--- config.mk ---
export PLATFORM = sky130hd
export DESIGN_NAME = utf8_to_utf16_decoder_flat
export DESIGN_NICKNAME = d
export VERILOG_FILES = /design/src/hw/rtl/utd_pkg.sv /design/src/hw/rtl/utd_ifs.sv /design/src/hw/rtl/utf8_to_utf16_decoder.sv /design/src/flat_wrapper.sv
export SDC_FILE = /design/constraint.sdc
export NUM_CORES = 1
export LEC_CHECK = 0
export BUFFER_PORTS_ARGS = -buffer_cell sky130_fd_sc_hd__buf_2
export CORE_MARGIN = 2
export CORE_UTILIZATION = 43
export DETAILED_ROUTE_END_ITERATION = 7
export PLACE_DENSITY = 0.64
export SKIP_LAST_GASP = 1
export SYNTH_ARGS = -nofsm -noshare
export SYNTH_HDL_FRONTEND = slang
export SYNTH_SLANG_ARGS = --single-unit
--- constraint.sdc ---
create_clock -name clk -period 6.1 [get_ports clk]
set_input_delay 1.22 -clock clk [delete_from_list [all_inputs] [get_ports clk]]
set_output_delay 1.22 -clock clk [all_outputs]
set_load 0.005 [all_outputs]
--- src/hw/rtl/utd_pkg.sv ---
// Shared types and constants for the UTF-8 to UTF-16 decoder.
`timescale 1ns / 1ps

package utd_pkg;

    localparam int BYTE_W        = 8;
    localparam int UNIT_W        = 16;
    localparam int ACC_W         = 32;
    localparam int REM_W         = 3;
    localparam int COUNT_OUT_W   = 32;
    localparam int COUNT_WIDTH_DEF = 32;

    localparam logic [UNIT_W-1:0] SURR_HIGH_BASE = 16'hD800;
    localparam logic [UNIT_W-1:0] SURR_LOW_BASE  = 16'hDC00;

    // One result item as it sits in the output queue.
    typedef struct packed {
        logic [UNIT_W-1:0]      code_unit;
        logic                   unit_valid;
        logic                   run_last;
        logic                   string_done;
        logic                   status;
        logic [COUNT_OUT_W-1:0] unit_count;
    } result_t;

endpackage

--- src/hw/rtl/utd_ifs.sv ---
// Valid/ready channel interfaces for the byte input and the code unit output.
`timescale 1ns / 1ps

interface utd_byte_if;
    logic                       valid;
    logic                       ready;
    logic [utd_pkg::BYTE_W-1:0] data_byte;
    logic                       last_byte;

    modport source (output valid, output data_byte, output last_byte, input ready);
    modport sink   (input valid, input data_byte, input last_byte, output ready);
endinterface

interface utd_unit_if;
    logic                            valid;
    logic                            ready;
    logic [utd_pkg::UNIT_W-1:0]      code_unit;
    logic                            unit_valid;
    logic                            run_last;
    logic                            string_done;
    logic                            status;
    logic [utd_pkg::COUNT_OUT_W-1:0] unit_count;

    modport source (output valid, output code_unit, output unit_valid, output run_last,
                    output string_done, output status, output unit_count, input ready);
    modport sink   (input valid, input code_unit, input unit_valid, input run_last,
                    input string_done, input status, input unit_count, output ready);
endinterface

--- src/hw/rtl/utf8_to_utf16_decoder.sv ---
// UTF-8 to UTF-16 decoder: top level with sequence state and a two-entry result queue.
`timescale 1ns / 1ps

// The decoder takes one UTF-8 byte per item and returns UTF-16 code units. Each
// accepted byte is decoded in the cycle it is accepted: the sequence state
// (accumulated value, continuation bytes still expected, unit count, skip flag)
// is updated at that edge and the results it causes are written into a
// two-entry output queue, so the first result shows on the output in the next
// cycle. A byte that gives no unit and does not end the string gives no result.
// With the output side ready, the block takes one byte every cycle. A byte
// that completes a supplementary-plane character gives a surrogate pair, high
// half first; the pair leaves the queue one half at a time, and the next byte
// is held off while the low half drains. The input is ready whenever the
// queue will be empty after this cycle's output transfer. The end of a string
// (a zero byte, last_byte, or an error) is flagged with string_done and status
// on the last result of that byte; a result with unit_valid low carries it
// when the byte made no unit. After an early end, bytes are swallowed up to and
// including the next byte marked last_byte. unit_count saturates at
// 2**COUNT_WIDTH - 1, or at the 32-bit maximum for widths of 32 and more.
module utf8_to_utf16_decoder #(
    parameter int COUNT_WIDTH = utd_pkg::COUNT_WIDTH_DEF
) (
    input  logic              clk,
    input  logic              rst_n,
    utd_byte_if.sink          byte_in,
    utd_unit_if.source        unit_out
);

    localparam int CW = (COUNT_WIDTH >= utd_pkg::COUNT_OUT_W) ? utd_pkg::COUNT_OUT_W
                                                              : COUNT_WIDTH;

    // Sequence state.
    logic [utd_pkg::ACC_W-1:0] acc_reg, acc_next;
    logic [utd_pkg::REM_W-1:0] rem_reg, rem_next;
    logic [CW-1:0]             cnt_reg, cnt_next;
    logic                      skip_reg, skip_next;

    // Output queue: entry 0 is the head.
    utd_pkg::result_t q0_reg, q1_reg;
    logic [1:0]       qcnt_reg, qcnt_next;

    logic in_fire, out_fire;

    // Decode of the current byte.
    logic [utd_pkg::BYTE_W-1:0] in_byte;
    logic                       in_last;
    logic                       emit_en, direct_en, lead_err, is_lead, end_str;
    logic [utd_pkg::ACC_W-1:0]  emit_val;
    logic                       val_small, val_pair;
    logic [3:0]                 w_top;
    logic [utd_pkg::UNIT_W-1:0] surr_hi, surr_lo;
    logic                       err, ends_now;
    logic [CW-1:0]              cnt_p1, cnt_p2;
    logic [1:0]                 n_units, n_res;
    utd_pkg::result_t           r0, r1;

    assign in_byte = byte_in.data_byte;
    assign in_last = byte_in.last_byte;

    assign out_fire = unit_out.valid && unit_out.ready;
    assign byte_in.ready = (qcnt_reg == 2'd0) || ((qcnt_reg == 2'd1) && unit_out.ready);
    assign in_fire = byte_in.valid && byte_in.ready;

    assign cnt_p1 = (cnt_reg == {CW{1'b1}}) ? cnt_reg : cnt_reg + 1'b1;
    assign cnt_p2 = (cnt_p1 == {CW{1'b1}}) ? cnt_p1 : cnt_p1 + 1'b1;

    // Byte decode and sequence state update.
    always_comb
    begin
        acc_next  = acc_reg;
        rem_next  = rem_reg;
        emit_en   = 1'b0;
        emit_val  = acc_reg;
        direct_en = 1'b0;
        lead_err  = 1'b0;
        is_lead   = 1'b0;
        end_str   = 1'b0;
        if (skip_reg)
        begin
            // Nothing decoded while swallowing the rest of an ended string.
        end
        else if (rem_reg != '0)
        begin
            if (in_byte[7:6] == 2'b10)
            begin
                acc_next = {acc_reg[utd_pkg::ACC_W-7:0], in_byte[5:0]};
                rem_next = rem_reg - 1'b1;
                if ((rem_next == '0) || in_last)
                begin
                    rem_next = '0;
                    emit_en  = 1'b1;
                    emit_val = acc_next;
                end
            end
            else
            begin
                // Interrupted sequence: the partial value goes out, the byte is dropped.
                rem_next = '0;
                emit_en  = 1'b1;
                emit_val = acc_reg;
                end_str  = (in_byte == '0);
            end
        end
        else
        begin
            case (in_byte) inside
                8'h00:          end_str   = 1'b1;
                [8'h01:8'h7F]:  direct_en = 1'b1;
                [8'h80:8'hBF]:  lead_err  = 1'b1;
                [8'hC0:8'hDF]:
                begin
                    is_lead  = 1'b1;
                    acc_next = utd_pkg::ACC_W'(in_byte[4:0]);
                    rem_next = 3'd1;
                end
                [8'hE0:8'hEF]:
                begin
                    is_lead  = 1'b1;
                    acc_next = utd_pkg::ACC_W'(in_byte[3:0]);
                    rem_next = 3'd2;
                end
                [8'hF0:8'hF7]:
                begin
                    is_lead  = 1'b1;
                    acc_next = utd_pkg::ACC_W'(in_byte[2:0]);
                    rem_next = 3'd3;
                end
                [8'hF8:8'hFB]:
                begin
                    is_lead  = 1'b1;
                    acc_next = utd_pkg::ACC_W'(in_byte[1:0]);
                    rem_next = 3'd4;
                end
                default:
                begin
                    is_lead  = 1'b1;
                    acc_next = utd_pkg::ACC_W'(in_byte[1:0]);
                    rem_next = 3'd5;
                end
            endcase
            if (is_lead && in_last)
            begin
                // Truncated right at the lead byte.
                rem_next = '0;
                emit_en  = 1'b1;
                emit_val = acc_next;
            end
        end
    end

    // Value classification and surrogate split.
    assign val_small = (emit_val[31:16] == '0);
    assign val_pair  = (emit_val[31:21] == '0) && (emit_val[20:16] != '0)
                       && (emit_val[20:16] <= 5'h10);
    assign w_top     = 4'(emit_val[20:16] - 5'd1);
    assign surr_hi   = utd_pkg::SURR_HIGH_BASE | utd_pkg::UNIT_W'({w_top, emit_val[15:10]});
    assign surr_lo   = utd_pkg::SURR_LOW_BASE  | utd_pkg::UNIT_W'(emit_val[9:0]);

    assign err      = lead_err || (emit_en && !val_small && !val_pair);
    assign ends_now = !skip_reg && (end_str || in_last || err);

    // Result assembly and end-of-string handling.
    always_comb
    begin
        r0 = '0;
        r1 = '0;
        n_units = 2'd0;
        r0.unit_count = utd_pkg::COUNT_OUT_W'(cnt_p1);
        r1.unit_count = utd_pkg::COUNT_OUT_W'(cnt_p2);
        if (direct_en)
        begin
            r0.code_unit  = utd_pkg::UNIT_W'(in_byte);
            r0.unit_valid = 1'b1;
            n_units       = 2'd1;
        end
        else if (emit_en && val_small)
        begin
            r0.code_unit  = emit_val[15:0];
            r0.unit_valid = 1'b1;
            n_units       = 2'd1;
        end
        else if (emit_en && val_pair)
        begin
            r0.code_unit  = surr_hi;
            r0.unit_valid = 1'b1;
            r1.code_unit  = surr_lo;
            r1.unit_valid = 1'b1;
            n_units       = 2'd2;
        end

        n_res = n_units;
        if (ends_now && (n_units == 2'd0))
        begin
            r0.unit_count = utd_pkg::COUNT_OUT_W'(cnt_reg);
            n_res = 2'd1;
        end

        case (n_res)
            2'd1:
            begin
                r0.run_last    = 1'b1;
                r0.string_done = ends_now;
                r0.status      = ends_now && err;
            end
            2'd2:
            begin
                r1.run_last    = 1'b1;
                r1.string_done = ends_now;
                r1.status      = ends_now && err;
            end
            default:
            begin
                r0.run_last = 1'b0;
            end
        endcase

        skip_next = skip_reg;
        case (n_units)
            2'd1:    cnt_next = cnt_p1;
            2'd2:    cnt_next = cnt_p2;
            default: cnt_next = cnt_reg;
        endcase
        if (skip_reg && in_last)
        begin
            skip_next = 1'b0;
        end
        if (ends_now)
        begin
            cnt_next  = '0;
            skip_next = !in_last;
        end
    end

    // Queue occupancy: a byte is only taken when the queue drains this cycle.
    always_comb
    begin
        if (in_fire)
        begin
            qcnt_next = n_res;
        end
        else if (out_fire)
        begin
            qcnt_next = qcnt_reg - 1'b1;
        end
        else
        begin
            qcnt_next = qcnt_reg;
        end
    end

    always_ff @(posedge clk or negedge rst_n)
    begin
        if (!rst_n)
        begin
            acc_reg  <= '0;
            rem_reg  <= '0;
            cnt_reg  <= '0;
            skip_reg <= 1'b0;
            qcnt_reg <= 2'd0;
        end
        else
        begin
            qcnt_reg <= qcnt_next;
            if (in_fire)
            begin
                acc_reg  <= ends_now ? '0 : acc_next;
                rem_reg  <= ends_now ? '0 : rem_next;
                cnt_reg  <= cnt_next;
                skip_reg <= skip_next;
            end
        end
    end

    always_ff @(posedge clk)
    begin
        if (in_fire)
        begin
            q0_reg <= r0;
            q1_reg <= r1;
        end
        else if (out_fire)
        begin
            q0_reg <= q1_reg;
        end
    end

    assign unit_out.valid       = (qcnt_reg != 2'd0);
    assign unit_out.code_unit   = q0_reg.code_unit;
    assign unit_out.unit_valid  = q0_reg.unit_valid;
    assign unit_out.run_last    = q0_reg.run_last;
    assign unit_out.string_done = q0_reg.string_done;
    assign unit_out.status      = q0_reg.status;
    assign unit_out.unit_count  = q0_reg.unit_count;

endmodule

--- src/flat_wrapper.sv ---
// flat-port wrapper written by rule: the top's interface ports become plain ports
module utf8_to_utf16_decoder_flat 
#(
    parameter int COUNT_WIDTH = utd_pkg::COUNT_WIDTH_DEF
)
  (clk, rst_n, byte_in_valid, byte_in_data_byte, byte_in_last_byte, byte_in_ready, unit_out_valid, unit_out_code_unit, unit_out_unit_valid, unit_out_run_last, unit_out_string_done, unit_out_status, unit_out_unit_count, unit_out_ready);
  utd_byte_if byte_in_i ();
  utd_unit_if unit_out_i ();
  input  logic clk;
  input  logic rst_n;
  input wire logic [$bits(byte_in_i.valid)-1:0] byte_in_valid;
  input wire logic [$bits(byte_in_i.data_byte)-1:0] byte_in_data_byte;
  input wire logic [$bits(byte_in_i.last_byte)-1:0] byte_in_last_byte;
  output wire logic [$bits(byte_in_i.ready)-1:0] byte_in_ready;
  output wire logic [$bits(unit_out_i.valid)-1:0] unit_out_valid;
  output wire logic [$bits(unit_out_i.code_unit)-1:0] unit_out_code_unit;
  output wire logic [$bits(unit_out_i.unit_valid)-1:0] unit_out_unit_valid;
  output wire logic [$bits(unit_out_i.run_last)-1:0] unit_out_run_last;
  output wire logic [$bits(unit_out_i.string_done)-1:0] unit_out_string_done;
  output wire logic [$bits(unit_out_i.status)-1:0] unit_out_status;
  output wire logic [$bits(unit_out_i.unit_count)-1:0] unit_out_unit_count;
  input wire logic [$bits(unit_out_i.ready)-1:0] unit_out_ready;
  assign byte_in_i.valid = byte_in_valid;
  assign byte_in_i.data_byte = byte_in_data_byte;
  assign byte_in_i.last_byte = byte_in_last_byte;
  assign byte_in_ready = byte_in_i.ready;
  assign unit_out_valid = unit_out_i.valid;
  assign unit_out_code_unit = unit_out_i.code_unit;
  assign unit_out_unit_valid = unit_out_i.unit_valid;
  assign unit_out_run_last = unit_out_i.run_last;
  assign unit_out_string_done = unit_out_i.string_done;
  assign unit_out_status = unit_out_i.status;
  assign unit_out_unit_count = unit_out_i.unit_count;
  assign unit_out_i.ready = unit_out_ready;
  utf8_to_utf16_decoder #(.COUNT_WIDTH(COUNT_WIDTH)) u_core (.clk(clk), .rst_n(rst_n), .byte_in(byte_in_i), .unit_out(unit_out_i));
endmodule
==> results.ini, run 1 <==
[yosys]
syn_area_mm2 = 0.009983
seq_area_frac_synth = 0.4702
synth_top_area_frac = 0.2948
synth_nets = 1070
ys.flop_type = edfxtp_1
syn_area_per_cell_um2 = 9.544
async_flop_share = 0.4167
synth_warnings = 0
synth_edf_count = 98
synth.area.top_cells = edfxtp_1 (29%), dfrtp_1 (18%), nand2_1 (5.5%)
ys_types = 79
synth_seq_cells = 168
synth_cells = 1046
yosysTopAreaCell = edfxtp_1

[route]
vias = 8237
drt-initial-drc-count = 890
drc = 0
viasPerCell = 5.943
detail-route-antenna-nets = 0
drt-total-wl_mm = 26.69
drt_pass1_iterations = 6
wl_per_cell_um = 19.26

[global_route]
grt_pass1_wl_mm = 42.89
antenna_found_initial = 0
grt_max_degree = 71
grt.total_usage = 0.2254
grt_pass1_vias = 7822
grt-ovfl-total = 0

[timing]
maxSlewHeadroom = 0.1840
fmax_mhz = 193.1
period_minus_slack_ns = 5.179
clock_skew_ns = 0.01234
hold-worst-slack_ns = 0.5037
finalSetupViolations = 0
finalHoldViolCount = 0
min_period_over_period = 0.8489
rsz0062_at_grt = no
fin_setup_tns_ns = 0
tightest_slew_ns = 1.224
slew_violations = 0

[setup_path]
crit_fanout = 12
reg2reg_setup_slack_ns = 0.92
cp-end-kind = register
r2r-end = u_core.cnt_reg[19]
cp.arrival_ns = 5.49
worst-setup-path-type = reg -> reg
worstSetupStartpointType = register
worstPathRequired_ns = 6.41
reg2reg_depth = 11
timing.rr.start = u_core.cnt_reg[0]

[place]
dp.cells = 1354
hpwlAfterDp_mm = 18.36
portBuffers = 66
place_congestion = 0.9177

[cts]
postCtsSetupBuffers = 0
clkTransAtPathRegs_ns = 0.07
cts-hold-fix-buffers = 0
clock_sink_count = 168
htree_levels = 4
tritoncts = done
cts_root_buf = clkbuf_16
cts_made_buffers = 17
max-clock-path-buffers = 2
clock_latency_ns = 0.44
post_cts_resized = 0

[floorplanning]
die_area_mm2 = 0.02445
die_h_um = 156.4
rows = 55
core_mm2 = 0.02271
io_pins = 67
die_w_um = 156.4
initial_core_util = 0.4396

[worst_hold_path]
whs_path_depth = 1
hold_path_class = reg -> reg
hold-path-endpoint = u_core.acc_reg[29]
worstHoldStart = u_core.acc_reg[29]

[power_and_ir_drop]
p_leak_nw = 4.247
ir_drop_mv = 0.2046
finalPower_w = 0.004583
power_density_mw_per_mm2 = 411.6

[final_layout]
largest_reg_flops = 46
mostFrequentLayoutCells = nand2_1 (144), edfxtp_1 (98), o21ai_0 (84)
post_layout_nonfiller_instances = 1386
n_antenna_cell = 0
syn_to_final_growth_pct = 11.52
layout.cells.most_common = nand2_1
final_layout_size_suffix_gt1_frac = 0.1344
final_nets = 1112

[job]
cap_violations = 0

[status]
status = completed

[how the worst max path moves through the flow]
stage | from | to | slack [ns] | cells after the start
6_report | u_core.cnt_reg[0] | u_core.cnt_reg[19] | 0.92 | 11
5_1_grt | u_core.cnt_reg[0] | u_core.cnt_reg[19] | 0.61 | 11
4_1_cts | u_core.cnt_reg[0] | u_core.cnt_reg[19] | 1.03 | 11
3_3_place_gp | byte_in_last_byte | u_core.cnt_reg[6] | 0.94 | 18
3_5_place_dp | byte_in_last_byte | u_core.cnt_reg[6] | 0.81 | 18
2_1_floorplan | byte_in_last_byte | u_core.unit_out.unit_count[14] | 0.69 | 20
[area by class of cell]
| class | count | area (µm²) |
|---|---|---|
| Timing Repair Buffer | 88 | 498.0 |
| Inverter | 31 | 116.4 |
| Clock buffer | 18 | 429.2 |
| Multi-Input combinational cell | 782 | 4903 |
| Sequential cell | 168 | 4695 |
| Clock inverter | 14 | 135.1 |
| Fill cell | 2150 | 11580 |
| Tap cell | 285 | 356.6 |
[cell families after synthesis]
kind of cell | synth area share
adder cells (fa/ha/maj) | 0.01379
other | 0.0003756
flip-flops | 0.4702
multiplexers | 0.01028
buffers and inverters | 0.04010
AND/OR/NAND/NOR | 0.2005
AO/OA/AOI/OAI | 0.1832
XOR/XNOR | 0.08146
[synthesized netlist by cell type (all sizes together) (14+ instances only)]
| cell type | count |
|---|---|
| a21oi | 52 |
| xnor2 | 59 |
| xor2 | 33 |
| a22o | 31 |
| edfxtp | 98 |
| and2 | 15 |
| inv | 30 |
| buf | 25 |
| clkbuf | 40 |
| nand2 | 145 |
| dfrtp | 70 |
| nand3 | 36 |
| a22oi | 14 |
| o21ai | 94 |
| nor3 | 24 |
| nor4 | 17 |
| nor2 | 61 |
| nand4 | 30 |
[worst max-delay path: stages (launching register included)]
cell and delay, ns:
dfrtp_1 0.62, ha_1 0.33, nand4_1 0.25, nor4_2 0.79, a21oi_1 0.22, a211oi_1 0.50
nor4b_2 0.53, or4b_4 0.57, or3_1 0.64, a41oi_1 0.38, or4_1 0.16, nand3_1 0.08
[where the power goes]
| part | switching, W | total, W | internal [W] | leakage [nW] |
|---|---|---|---|---|
| Clock | 0.000512 | 0.00105 | 0.000540 | 0.271 |
| Sequential | 0.000249 | 0.00185 | 0.00161 | 1.91 |
| Combinational | 0.00108 | 0.00168 | 0.000598 | 2.07 |
| Total | 0.00184 | 0.00458 | 0.00274 | 4.25 |
[metrics by stage]
step	area (µm²)	utilization	setup WS [ns]
2_1_floorplan	9983	-	0.6945
3_3_place_gp	10570	0.4654	0.9415
3_5_place_dp	10570	0.4654	0.8110
4_1_cts	11130	0.4902	1.033
5_1_grt	11130	0.4902	0.6121
6_report	11130	0.4902	0.9214
[layer usage]
metal	GRT usage	part of all wire	vias to the layer above
met5	0	0	-
met4	0.08694	0.027	0
met3	0.04126	0.071	49
met2	0.3245	0.43	351
met1	0.3358	0.48	3880
li1	-	-	3957
(Power assumes the default switching activity.)
==> inputs of run 2 (changes only) <==
--- a/config.mk
+++ b/config.mk
@@ -9,7 +9,7 @@
 export CORE_MARGIN = 2
 export CORE_UTILIZATION = 43
 export DETAILED_ROUTE_END_ITERATION = 7
-export PLACE_DENSITY = 0.64
+export PLACE_DENSITY = 0.66
 export SKIP_LAST_GASP = 1
 export SYNTH_ARGS = -nofsm -noshare
 export SYNTH_HDL_FRONTEND = slang
==> constraint.sdc (replaced) <==
create_clock -name clk -period 4.7 [get_ports clk]
set_input_delay 0.94 -clock clk [delete_from_list [all_inputs] [get_ports clk]]
set_output_delay 0.94 -clock clk [all_outputs]
set_load 0.005 [all_outputs]
==> run 2 against run 1 <==
- register-to-register slack got worse by 0.76 ns
- sequential power rose by 29%
- first-iteration DRC count fell by 3.7%
- clock-buffer cell count did not move
- worst setup slack got worse by 0.76 ns
- flip-flop and latch count did not move
- fmax rose by 14%
- hold slack improved by 0.0023 ns
==> results.ini, run 2 (synthesis results as in run 1) <==
[cts]
cts_root_buf = clkbuf_16
clock_latency_ns = 0.44  ; about the same
tritoncts = done
cts-hold-fix-buffers = 0  ; unchanged
clock_sink_count = 168  ; unchanged
htree_levels = 4  ; unchanged
cts_made_buffers = 17  ; unchanged
max-clock-path-buffers = 2  ; unchanged
clkTransAtPathRegs_ns = 0.08  ; about the same

[route]
wl_met3_mm = 1.718  ; -9.5%
highest_layer = met4
detail-route-antenna-nets = 0  ; unchanged
drt-initial-drc-count = 857  ; -3.7%
wl_met1_mm = 13.23  ; +4.0%
wl_per_cell_um = 19.26  ; about the same
met2_wirelength_mm = 12.30  ; +8.3%
drc = 0  ; unchanged
vias = 8559  ; +3.9%
viasPerCell = 5.977  ; +0.57%
drt-total-wl_mm = 27.58  ; +3.3%
drt_pass1_iterations = 7  ; +1

[timing]
finalWorstSetupSlack_ns = 0.1655  ; -0.7559 ns
rsz0062_at_grt = yes
slew_violations = 0  ; unchanged
tightest_slew_ns = 0.9180  ; -0.3058 ns
fmax_mhz = 220.5  ; +14%
maxSlewHeadroom = 0.3880  ; +0.2040
fin_setup_tns_ns = 0  ; unchanged
finalHoldViolCount = 0  ; unchanged
clock_skew_ns = 0.01077  ; -0.001568 ns
finalSetupViolations = 0  ; unchanged
hold-worst-slack_ns = 0.5060  ; +0.002266 ns
period_minus_slack_ns = 4.534  ; -0.6441 ns
min_period_over_period = 0.9648  ; +0.1158

[floorplanning]
io_pins = 67  ; unchanged
die_area_mm2 = 0.02445  ; unchanged
die_h_um = 156.4  ; unchanged
die_w_um = 156.4  ; unchanged
initial_core_util = 0.4396  ; unchanged
rows = 55  ; unchanged
core_mm2 = 0.02271  ; unchanged

[place]
hpwlAfterDp_mm = 19.46  ; +6.0%
dp.cells = 1398  ; +3.2%
pre_cts_slack_ns = 0.1159  ; -0.6951 ns
portBuffers = 66  ; unchanged
place_congestion = 0.9505  ; +3.6%
postPlaceCellArea_mm2 = 0.01091  ; +3.3%

[setup_path]
cp_slowest_cell = or4b_2
worstPathRequired_ns = 5.04  ; -1.37 ns
cp-end-kind = register
cp-startpoint = u_core.rem_reg[0]
worstSetupStartpointType = register
crit_chain = inv_1 -> ha_1 -> or4b_2 -> o221ai_1 -> nand4_1 -> a22oi_2 -> ha_1 -> inv_1 -> a211o_1 -> o211a_1 -> nor3_2 -> nand2_1 -> inv_1 -> ha_1 -> buf_4 -> nand2_1 -> or4b_2 -> a32o_1
path_buf_inv = 4  ; +4
crit_family = simple AND/OR/NAND/NOR gates
cpPeakStageDelay_ns = 0.61  ; -0.18 ns
timing.rr.start = u_core.rem_reg[0]
crit_fanout = 9  ; -3
cp.arrival_ns = 4.87  ; -0.62 ns
worst-setup-path-type = reg -> reg

[job]
cap_violations = 0  ; unchanged

[final_layout]
fillers = 2102  ; -2.2%
register_area_mm2 = 0.004695  ; unchanged
largest_reg_flops = 46  ; unchanged
multi_input_area_mm2 = 0.004935  ; +0.64%
post_layout_nonfiller_instances = 1432  ; +3.3%
mostFrequentLayoutCells = nand2_1 (144), edfxtp_1 (98), o21ai_0 (84)
syn_to_final_growth_pct = 15.64
final_layout_size_suffix_gt1_frac = 0.1735  ; +0.03907
layout.cells.most_common = nand2_1
n_antenna_cell = 0  ; unchanged
final_cell_area_mm2 = 0.01154  ; +3.7%
final_nets = 1158  ; +4.1%

[power_and_ir_drop]
ir_drop_mv = 0.3401  ; +66%
p_leak_nw = 4.500  ; +6.0%
power_density_mw_per_mm2 = 537.5  ; +31%

[global_route]
grt.total_usage = 0.2313  ; +0.005889
grt_pass1_vias = 7853  ; +0.40%
grt_max_degree = 95  ; +34%
antenna_found_initial = 0  ; unchanged
grt_pass1_wl_mm = 44.24  ; +3.1%
grt-ovfl-total = 0  ; unchanged

[status]
status = completed

[worst_hold_path]
worstHoldStart = u_core.acc_reg[31]
hold_path_class = reg -> reg

-- run 2: cell count changes in the layout (fill, tap and decap cells not counted), sizes merged --
cell      before  now
clkinvlp       2    1
inv           37   39
buf           88  134
clkinv         6    4
bufinv         0    1
-- run 2: layout make-up --
type,count,share of cell area
inverters,31,0.01008
multi-input cells,782,0.4274
repair buffers,134,0.07283
flip-flops and latches,168,0.4066
clock buffers,18,0.03717
clock inverters,14,0.01496
well taps,285,0.03089
-- run 2: worst reg2reg max path: cells and delay by family, from the launching register on --
family          cells  cell delay, ns
buf+inv             4            0.41
flops               1            0.37
fa+ha+maj           3            0.62
compound gates      5            1.15
simple gates        6            1.87
-- run 2: worst paths after layout --
check | slack [ns] | end | depth (start not counted)
hold / removal | 0.51 | u_core.acc_reg[31] | 1
min in group asynchronous | 0.64 | u_core.rem_reg[0] | 1
setup / recovery | 0.17 | u_core.cnt_reg[18] | 18
max in group asynchronous | 3.15 | u_core.cnt_reg[21] | 2
hold reg to reg | 0.51 | u_core.acc_reg[31] | 1
setup reg to reg | 0.17 | u_core.cnt_reg[18] | 18
-- run 2: timing repair --
item                       CTS  global route
setup buffers                0             2
resized for setup            0             3
hold endpoints to repair     0             0
setup endpoints to repair    0            16
-- run 2: stage by stage --
step / power [W] / utilization
after global placement: 0.004694 / 0.4806
after detailed placement: 0.004732 / 0.4806
after floorplan: 0.003863 / -
after CTS: 0.006199 / 0.5071
after global routing: 0.006587 / 0.5084
final: 0.006205 / 0.5084
-- run 2: power breakdown --
part | switching [W] | internal, W | leakage, nW
sequential | 0.000306 | 0.00208 | 1.91
clock | 0.000684 | 0.000766 | 0.293
combinational | 0.00147 | 0.000894 | 2.30
total | 0.00246 | 0.00374 | 4.50
-- run 2: per-layer routing --
metal  global-route usage  up-vias
li1                     -     4047
met1               0.3482     4151
met2               0.3482      334
met3              0.04126       27
met4              0.05024        0
met5                    0        -
